## src/hdl/ofs_pkg.sv

```systemverilog
// Shared types and constants for the overview line field splitter.
// No dependencies; imported by every module of the block.
`default_nettype none

package ofs_pkg;

    localparam int MAX_LINE_BYTES_DEF = 65535;
    localparam int FIELD_COUNT_DEF    = 8;
    localparam int QUEUE_DEPTH        = 4;

    localparam int CNT_W   = 4;
    localparam int IDX_W   = 3;
    localparam int OFS_W   = 16;
    localparam int TDATA_W = 48;

    localparam logic [7:0] CHAR_TAB   = 8'h09;
    localparam logic [7:0] CHAR_SPACE = 8'h20;
    localparam logic [7:0] CHAR_LOW   = 8'h22;

    localparam logic KIND_FIELD = 1'b0;
    localparam logic KIND_LINE  = 1'b1;

    // One queue entry: what a single input byte asks the back end to emit.
    typedef struct packed {
        logic             field_valid;
        logic [IDX_W-1:0] field_index;
        logic [OFS_W-1:0] field_start;
        logic [OFS_W-1:0] field_length;
        logic             field_present;
        logic             line_valid;
        logic [CNT_W-1:0] fields_found;
        logic             line_ok;
    } ofs_entry_t;

endpackage

`default_nettype wire

```

## src/hdl/overview_line_field_splitter_unit.sv

```systemverilog
// Overview line field splitter: one line byte per input transaction.
// A byte's results pass the event queue write, then the output register,
// before they are offered on the result stream.
// Front end: one byte per cycle unless the event queue is full. Output register: one
// result per cycle while m_axis_tready is high; a byte that both closes a field and ends the line yields two.
// A 4-entry event queue between parser and emitter absorbs those bursts.
// Reset (rst_n low, asynchronous): line state, queue and output valid clear.
`default_nettype none

module overview_line_field_splitter_unit
    import ofs_pkg::*;
#(
    parameter int MAX_LINE_BYTES = MAX_LINE_BYTES_DEF,
    parameter int FIELD_COUNT    = FIELD_COUNT_DEF
)
(
    input  wire logic               clk,
    input  wire logic               rst_n,
    // input stream: one byte of the line per transaction
    input  wire logic               s_axis_tvalid,
    output logic                    s_axis_tready,
    input  wire logic [7:0]         s_axis_tdata,   // [7:0] line_byte
    input  wire logic               s_axis_tlast,   // line_end
    // result stream
    output logic                    m_axis_tvalid,
    input  wire logic               m_axis_tready,
    output logic [TDATA_W-1:0]      m_axis_tdata,   // [2:0] field_index,
                                                    // [18:3] field_start,
                                                    // [34:19] field_length,
                                                    // [35] field_present,
                                                    // [39:36] fields_found,
                                                    // [40] line_ok, rest zero
    output logic                    m_axis_tlast,   // last_result
    output logic [0:0]              m_axis_tuser    // [0] result_kind
);

    ofs_entry_t push_entry;
    ofs_entry_t head_entry;
    logic       push, full, pop, head_valid, byte_accept;

    // The front end only stalls when the event queue is full.
    assign s_axis_tready = !full;
    assign byte_accept   = s_axis_tvalid && s_axis_tready;

    ofs_front #(
        .MAX_LINE_BYTES (MAX_LINE_BYTES),
        .FIELD_COUNT    (FIELD_COUNT)
    ) u_front (
        .clk         (clk),
        .rst_n       (rst_n),
        .byte_accept (byte_accept),
        .line_byte   (s_axis_tdata),
        .line_end    (s_axis_tlast),
        .push_entry  (push_entry),
        .push        (push)
    );

    ofs_queue #(
        .DEPTH (QUEUE_DEPTH)
    ) u_queue (
        .clk        (clk),
        .rst_n      (rst_n),
        .push       (push),
        .push_entry (push_entry),
        .full       (full),
        .pop        (pop),
        .head_entry (head_entry),
        .head_valid (head_valid)
    );

    // Emitter: field report first, then the line report for the same byte.
    ofs_back u_back (
        .clk           (clk),
        .rst_n         (rst_n),
        .head_entry    (head_entry),
        .head_valid    (head_valid),
        .pop           (pop),
        .m_axis_tvalid (m_axis_tvalid),
        .m_axis_tready (m_axis_tready),
        .m_axis_tdata  (m_axis_tdata),
        .m_axis_tlast  (m_axis_tlast),
        .m_axis_tuser  (m_axis_tuser)
    );

endmodule

`default_nettype wire

```

## src/hdl/ofs_front.sv

```systemverilog
// Front end: per-byte line parser (leading space strip, field split, limit).
// Depends on ofs_pkg; pushes field and line events into the queue.
`default_nettype none

module ofs_front
    import ofs_pkg::*;
#(
    parameter int MAX_LINE_BYTES = MAX_LINE_BYTES_DEF,
    parameter int FIELD_COUNT    = FIELD_COUNT_DEF
)
(
    input  wire logic       clk,
    input  wire logic       rst_n,
    input  wire logic       byte_accept,
    input  wire logic [7:0] line_byte,
    input  wire logic       line_end,
    output ofs_entry_t      push_entry,
    output logic            push
);

    localparam int POS_W = $clog2(MAX_LINE_BYTES + 1);
    localparam int EXT_W = (POS_W > OFS_W) ? POS_W : OFS_W;

    localparam logic [1:0] PH_LEAD  = 2'd0;
    localparam logic [1:0] PH_FIELD = 2'd1;
    localparam logic [1:0] PH_SKIP  = 2'd2;
    localparam logic [1:0] PH_DONE  = 2'd3;

    logic [1:0]       phase_reg, phase_next;
    logic [CNT_W-1:0] count_reg, count_next;
    logic [POS_W-1:0] pos_reg, pos_next;
    logic [POS_W-1:0] start_reg, start_next;
    logic [POS_W-1:0] len_reg, len_next;
    logic             ovf_reg, ovf_next;

    logic             at_limit, is_tab, is_space, enter, in_field, tab_hit;
    logic [POS_W-1:0] cur_start, cur_len;
    logic [EXT_W-1:0] start_ext, len_ext;
    logic [CNT_W-1:0] count_step;

    always_comb
    begin
        at_limit = (pos_reg >= POS_W'(MAX_LINE_BYTES));
        is_tab   = (line_byte == CHAR_TAB);
        is_space = (line_byte == CHAR_SPACE);
        enter    = ((phase_reg == PH_LEAD) && !is_space) ||
                   ((phase_reg == PH_SKIP) && ((line_byte >= CHAR_LOW) || is_tab));
        in_field = (phase_reg == PH_FIELD) || enter;
        cur_start = enter ? pos_reg : start_reg;
        cur_len   = enter ? '0 : len_reg;
        tab_hit   = !at_limit && in_field && is_tab;
        count_step = tab_hit ? count_reg + CNT_W'(1) : count_reg;

        start_ext = EXT_W'(cur_start);
        len_ext   = EXT_W'(cur_len);

        push_entry.field_valid   = tab_hit;
        push_entry.field_index   = count_reg[IDX_W-1:0];
        push_entry.field_present = (cur_len != '0);
        push_entry.field_start   = (cur_len != '0) ? start_ext[OFS_W-1:0] : '0;
        push_entry.field_length  = (len_ext > EXT_W'(16'hFFFF)) ? 16'hFFFF
                                                               : len_ext[OFS_W-1:0];
        push_entry.line_valid    = line_end;
        push_entry.fields_found  = count_step;
        push_entry.line_ok       = (count_step == CNT_W'(FIELD_COUNT)) &&
                                   !ovf_reg && !at_limit;
        push = byte_accept && (tab_hit || line_end);

        phase_next = phase_reg;
        count_next = count_reg;
        pos_next   = pos_reg;
        start_next = start_reg;
        len_next   = len_reg;
        ovf_next   = ovf_reg;

        if (byte_accept)
        begin
            if (at_limit)
            begin
                ovf_next = 1'b1;
            end
            else
            begin
                pos_next   = pos_reg + POS_W'(1);
                count_next = count_step;
                if (in_field)
                begin
                    phase_next = PH_FIELD;
                    start_next = cur_start;
                    if (is_tab)
                    begin
                        len_next = '0;
                        if (count_step >= CNT_W'(FIELD_COUNT))
                            phase_next = PH_DONE;
                        else if (count_step == CNT_W'(1))
                            phase_next = PH_SKIP;
                        else
                            start_next = pos_reg + POS_W'(1);
                    end
                    else
                    begin
                        len_next = cur_len + POS_W'(1);
                    end
                end
            end

            // line end: every piece of line state goes back to its reset value
            if (line_end)
            begin
                phase_next = PH_LEAD;
                count_next = '0;
                pos_next   = '0;
                start_next = '0;
                len_next   = '0;
                ovf_next   = 1'b0;
            end
        end
    end

    always_ff @(posedge clk or negedge rst_n)
    begin
        if (!rst_n)
        begin
            phase_reg <= PH_LEAD;
            count_reg <= '0;
            pos_reg   <= '0;
            start_reg <= '0;
            len_reg   <= '0;
            ovf_reg   <= 1'b0;
        end
        else
        begin
            phase_reg <= phase_next;
            count_reg <= count_next;
            pos_reg   <= pos_next;
            start_reg <= start_next;
            len_reg   <= len_next;
            ovf_reg   <= ovf_next;
        end
    end

endmodule

`default_nettype wire

```

## src/hdl/ofs_queue.sv

```systemverilog
// Short register FIFO of parser events between front and back end.
// Depends on ofs_pkg for the entry type.
`default_nettype none

module ofs_queue
    import ofs_pkg::*;
#(
    parameter int DEPTH = QUEUE_DEPTH
)
(
    input  wire logic       clk,
    input  wire logic       rst_n,
    input  wire logic       push,
    input  ofs_entry_t      push_entry,
    output logic            full,
    input  wire logic       pop,
    output ofs_entry_t      head_entry,
    output logic            head_valid
);

    localparam int PTR_W = (DEPTH > 1) ? $clog2(DEPTH) : 1;
    localparam int CNT_QW = $clog2(DEPTH + 1);

    ofs_entry_t        slot_reg [DEPTH];
    logic [PTR_W-1:0]  wr_ptr_reg, wr_ptr_next;
    logic [PTR_W-1:0]  rd_ptr_reg, rd_ptr_next;
    logic [CNT_QW-1:0] fill_reg, fill_next;
    logic              do_push, do_pop;

    always_comb
    begin
        full       = (fill_reg == CNT_QW'(DEPTH));
        head_valid = (fill_reg != '0);
        head_entry = slot_reg[rd_ptr_reg];
        do_push    = push && !full;
        do_pop     = pop && head_valid;

        wr_ptr_next = wr_ptr_reg;
        rd_ptr_next = rd_ptr_reg;
        if (do_push)
            wr_ptr_next = (wr_ptr_reg == PTR_W'(DEPTH - 1)) ? '0 : wr_ptr_reg + PTR_W'(1);
        if (do_pop)
            rd_ptr_next = (rd_ptr_reg == PTR_W'(DEPTH - 1)) ? '0 : rd_ptr_reg + PTR_W'(1);

        fill_next = fill_reg;
        if (do_push && !do_pop)
            fill_next = fill_reg + CNT_QW'(1);
        else if (do_pop && !do_push)
            fill_next = fill_reg - CNT_QW'(1);
    end

    always_ff @(posedge clk)
    begin
        if (do_push)
            slot_reg[wr_ptr_reg] <= push_entry;
    end

    always_ff @(posedge clk or negedge rst_n)
    begin
        if (!rst_n)
        begin
            wr_ptr_reg <= '0;
            rd_ptr_reg <= '0;
            fill_reg   <= '0;
        end
        else
        begin
            wr_ptr_reg <= wr_ptr_next;
            rd_ptr_reg <= rd_ptr_next;
            fill_reg   <= fill_next;
        end
    end

endmodule

`default_nettype wire

```

## src/hdl/ofs_back.sv

```systemverilog
// Back end: turns queue entries into output transactions through a register.
// Depends on ofs_pkg; one entry yields a field report, a line report or both.
`default_nettype none

module ofs_back
    import ofs_pkg::*;
(
    input  wire logic               clk,
    input  wire logic               rst_n,
    input  ofs_entry_t              head_entry,
    input  wire logic               head_valid,
    output logic                    pop,
    output logic                    m_axis_tvalid,
    input  wire logic               m_axis_tready,
    output logic [TDATA_W-1:0]      m_axis_tdata,
    output logic                    m_axis_tlast,
    output logic [0:0]              m_axis_tuser
);

    logic               sent_reg, sent_next;
    logic               valid_reg, valid_next;
    logic [TDATA_W-1:0] data_reg, data_next;
    logic               last_reg, last_next;
    logic               kind_reg, kind_next;
    logic               load;

    always_comb
    begin
        load      = head_valid && (!valid_reg || m_axis_tready);
        pop       = 1'b0;
        sent_next = sent_reg;
        data_next = data_reg;
        last_next = last_reg;
        kind_next = kind_reg;

        if (load)
        begin
            if (head_entry.field_valid && !sent_reg)
            begin
                kind_next = KIND_FIELD;
                last_next = !head_entry.line_valid;
                data_next = {7'd0, 1'b0, 4'd0, head_entry.field_present,
                             head_entry.field_length, head_entry.field_start,
                             head_entry.field_index};
                if (head_entry.line_valid)
                    sent_next = 1'b1;
                else
                    pop = 1'b1;
            end
            else
            begin
                kind_next = KIND_LINE;
                last_next = 1'b1;
                data_next = {7'd0, head_entry.line_ok, head_entry.fields_found,
                             1'b0, 16'd0, 16'd0, 3'd0};
                pop       = 1'b1;
                sent_next = 1'b0;
            end
        end

        valid_next = load ? 1'b1 : (valid_reg && !m_axis_tready);
    end

    always_ff @(posedge clk)
    begin
        data_reg <= data_next;
        last_reg <= last_next;
        kind_reg <= kind_next;
    end

    always_ff @(posedge clk or negedge rst_n)
    begin
        if (!rst_n)
        begin
            valid_reg <= 1'b0;
            sent_reg  <= 1'b0;
        end
        else
        begin
            valid_reg <= valid_next;
            sent_reg  <= sent_next;
        end
    end

    assign m_axis_tvalid   = valid_reg;
    assign m_axis_tdata    = data_reg;
    assign m_axis_tlast    = last_reg;
    assign m_axis_tuser[0] = kind_reg;

endmodule

`default_nettype wire

```

## config.mk

```make
export PLATFORM = sky130hd
export DESIGN_NAME = overview_line_field_splitter_unit
export DESIGN_NICKNAME = d
export VERILOG_FILES = /design/src/hdl/ofs_pkg.sv /design/src/hdl/overview_line_field_splitter_unit.sv /design/src/hdl/ofs_front.sv /design/src/hdl/ofs_queue.sv /design/src/hdl/ofs_back.sv
export SDC_FILE = /design/constraint.sdc
export NUM_CORES = 1
export LEC_CHECK = 0
export BUFFER_PORTS_ARGS = -buffer_cell sky130_fd_sc_hd__buf_2
export CAP_MARGIN = 15
export CORE_MARGIN = 5
export CORE_UTILIZATION = 52
export CTS_CLUSTER_DIAMETER = 50
export CTS_CLUSTER_SIZE = 14
export DETAILED_ROUTE_END_ITERATION = 16
export PLACE_DENSITY = 0.79
export SETUP_SLACK_MARGIN = 0.3
export SYNTH_ARGS = -nofsm -noshare
export SYNTH_HDL_FRONTEND = slang
export SYNTH_SLANG_ARGS = --single-unit
```

## constraint.sdc

```tcl
create_clock -name clk -period 6.85 [get_ports clk]
set_input_delay 1.37 -clock clk [delete_from_list [all_inputs] [get_ports clk]]
set_output_delay 1.37 -clock clk [all_outputs]
set_load 0.02 [all_outputs]
```

==> flow_metrics.py <==
metrics = {
    "outcome": {
        "status": "completed",
    },
    "synth": {
        "syn_area_per_cell_um2": 14.31,
        "synth_top_area_frac": 0.5364,
        "yosysWarnings": 0,
        "async_flop_share": 0.2294,
        "yosysSeqAreaShare": 0.6694,
        "syn_inst": 841,
        "yosys.area.top_type": "edfxtp_1",
        "synth_cell_types": 65,
        "synth_edf_count": 215,
        "synth_flop_cell": "edfxtp_1",
        "ys_seq_elements": 279,
        "yosysMostFrequentCell": "edfxtp_1",
        "synth_area_leaders": "edfxtp_1 54%, dfrtp_1 13%, mux4_2 8.0%, nand2_1 2.4%, and3_1 2.4%",
        "yosys-top-cells-count": "215 x edfxtp_1, 77 x nand2_1, 64 x dfrtp_1, 51 x o21ai_0, 46 x and3_1",
        "synth_area_um2": 12040,
    },
    "floorplan": {
        "die_area_um2": 26290,
        "die_h_um": 162.1,
        "pin_count": 65,
        "dieWidth_um": 162.1,
        "core.rowCount": 55,
        "core_um2": 22710,
        "start_util": 0.5300,
    },
    "clocking": {
        "clock_latency_ns": 0.54,
        "tritoncts": "yes",
        "clockBufferDepth": 3,
        "clock_tree.root_cell": "clkbuf_16",
        "numCtsBuffers": 29,
        "clock-sinks": 279,
        "clk_pin_slew_ns": 0.06,
        "postCtsHoldBufs": 0,
        "cts_max_level": 1,
        "cts_setup_buffers": 0,
        "cts.repair.resized": 0,
    },
    "placement": {
        "place_hpwl_um": 15340,
        "place_congestion": 0.8653,
        "post-place-cells": 1148,
        "numPortBuffers": 57,
    },
    "finish": {
        "drive_gt1_frac": 0.1913,
        "syn_to_final_growth_pct": 11.85,
        "num_antenna_cells": 0,
        "num-nets-final": 918,
        "fin_util": 0.5928,
        "fin_cells": 1200,
        "fillCellCount": 1697,
        "largest_reg_flops": 172,
        "seqCellArea_um2": 8060,
        "multi_input_area_um2": 3722,
    },
    "setup_path": {
        "arrival_ns": 4.66,
        "reg2regPathDepth": 9,
        "max_stage_delay_ns": 0.43,
        "path_depth": 14,
        "crit_fanout": 37,
        "slowest_stage": "nor3b_1",
        "crit_path_cell_trace": "buf_2 > o41ai_1 > o211a_1 > a21o_1 > buf_4 > and2_1 > ha_1 > and3_1 > and3_1 > nand4_1 > nor3b_1 > nand3_1 > xnor2_1 > a22o_1",
        "crit_family": "simple AND/OR/NAND/NOR gates",
        "crit_top_cell": "and3_1",
        "crit_path_end_kind": "flop",
        "required_ns": 7.26,
        "timing.rr.start": "u_front.pos_reg[0]",
        "r2r-end": "u_queue.slot_reg[1][39]",
        "critPathLaunchType": "input port",
        "crit_type": "in2reg",
        "reg2reg_slack_ns": 3.48,
        "cp_num_buf_inv": 2,
        "setup.worst_path.start": "s_axis_tdata[1]",
    },
    "drt": {
        "wl_met1_um": 11060,
        "drtAntennaViolNets": 0,
        "route.top_layer_used": "met4",
        "remaining_drc_errors": 0,
        "wl_per_cell_um": 20.54,
        "post_drt_via_cell_ratio": 6.030,
        "dr_wl_met2_um": 11460,
        "dr.pass1.iters": 6,
        "routed-wl-met3_um": 1653,
        "drt_iter0_markers": 832,
        "vias": 7236,
        "wirelength_um": 24650,
    },
    "sta": {
        "layout_min_cycle_time_ns": 4.242,
        "worstMarginPinSlew_ns": 1.150,
        "rsz0062_at_grt": "false",
        "hold_viol_final": 0,
        "setup-tns-final_ns": 0,
        "maxSlewHeadroom": 0.2334,
        "skew_ns": 0.01507,
        "maxSlewViolCount": 0,
        "fin_crit_sh": 0.6192,
        "finalSetupViolations": 0,
        "max_freq_mhz": 235.8,
    },
    "pwr": {
        "ir_drop_mv": 0.2030,
        "p_int_uw": 3522,
        "seqPwrFrac": 0.450,
        "p_leak_uw": 0.004962,
        "clkPwrFrac": 0.292,
        "swShare": 0.3046,
        "p_comb_frac": 0.258,
        "power.density_nw_per_um2": 376.2,
        "p_switching_uw": 1543,
        "power_uw": 5065,
    },
    "hold_path": {
        "hp-start": "u_front.start_reg[1]",
        "min_path_type": "reg2reg",
        "whs_path_depth": 2,
        "hold_path_end": "u_front.start_reg[1]",
    },
    "grt": {
        "grt_use_total": 0.1907,
        "grt_max_degree": 65,
        "grt_pass1_wl_um": 39680,
        "grt-ovfl-total": 0,
        "grt_pass1_vias": 6969,
        "grt_antenna_before_repair": 0,
    },
    "job": {
        "maxCapViolCount": 0,
    },
}
==> layer usage <==
layer  global-route usage  vias up
li1                     -     3294
met1               0.2918     3591
met2               0.2979      310
met5                    0        -
met3              0.02258       41
met4              0.04421        0
==> placed cells by master (no fill, tap or decap), types with 4 or more instances in the layout <==
master,Yosys,layout
ha_1,10,10
buf_4,7,11
nand4_1,6,6
conb_1,1,7
nor2_1,41,41
nor4_1,5,5
o21ai_0,51,51
a21o_1,4,4
a211oi_1,5,5
inv_1,16,16
nand3_1,20,20
buf_2,4,57
xnor2_1,16,16
and2_2,0,4
clkbuf_16,0,29
inv_6,0,4
or3_1,7,7
dfrtp_1,64,62
and2_1,31,27
and3_1,46,46
mux2_2,4,4
o31ai_1,8,8
a22o_1,8,8
mux4_2,43,43
nand2_1,77,77
clkbuf_1,33,8
a221o_1,10,10
nor3_1,19,19
a21oi_1,30,28
edfxtp_1,215,215
xor2_1,8,8
==> power groups by stage <==
stage / logic [µW] / clock network [µW] / registers [µW]
3_3_place_gp: 1290 / 0 / 2300
6_report: 1310 / 1480 / 2280
5_1_grt: 1440 / 1580 / 2310
3_5_place_dp: 1320 / 0 / 2310
4_1_cts: 1330 / 1500 / 2280
2_1_floorplan: 778 / 0 / 2470
==> worst max-delay path by stage <==
stage	end	slack [ns]
finish	u_front.len_reg[12]	2.61
global route	u_front.len_reg[12]	2.23
CTS	u_front.len_reg[12]	2.69
detailed placement	u_queue.slot_reg[1][32]	2.19
global placement	u_queue.slot_reg[1][29]	2.21
floorplan	u_queue.fill_reg[1]	1.60
==> cells by family after synthesis <==
logic type | after synthesis | share of synthesized area
adder cells (fa/ha/maj) | 11 | 0.01206
AO/OA/AOI/OAI | 133 | 0.06975
multiplexers | 49 | 0.08586
buffers and inverters | 68 | 0.02516
AND/OR/NAND/NOR | 276 | 0.1200
other | 1 | 0.0003116
XOR/XNOR | 24 | 0.01746
flip-flops | 279 | 0.6694
==> worst register-to-register path, delay by kind of cell, from the launching register on <==
kind                     cells  cell delay, ns
AO/OA/AOI/OAI                1            0.16
adder cells (fa/ha/maj)      1            0.32
buffers and inverters        1            0.35
flip-flops                   1            0.47
AND/OR/NAND/NOR              6            1.76
==> metrics by stage <==
| step | worst slack (ns) | cell area [µm²] | hold slack, ns |
|---|---|---|---|
| finish | 2.608 | 13460 | 0.4808 |
| CTS | 2.693 | 13460 | 0.4838 |
| global route | 2.230 | 13460 | 0.5244 |
| floorplan | 1.599 | 12060 | 0.4497 |
| global placement | 2.215 | 12570 | 0.4660 |
| detailed placement | 2.188 | 12570 | 0.4709 |
==> layout make-up <==
type	count	share of cell area
Multi-Input combinational cell	500	0.2765
Tap cell	285	0.02649
Clock inverter	15	0.01041
Timing Repair Buffer	68	0.02732
Clock buffer	37	0.05613
Sequential cell	279	0.5987
Inverter	16	0.004461
(Power assumes the default switching activity.)
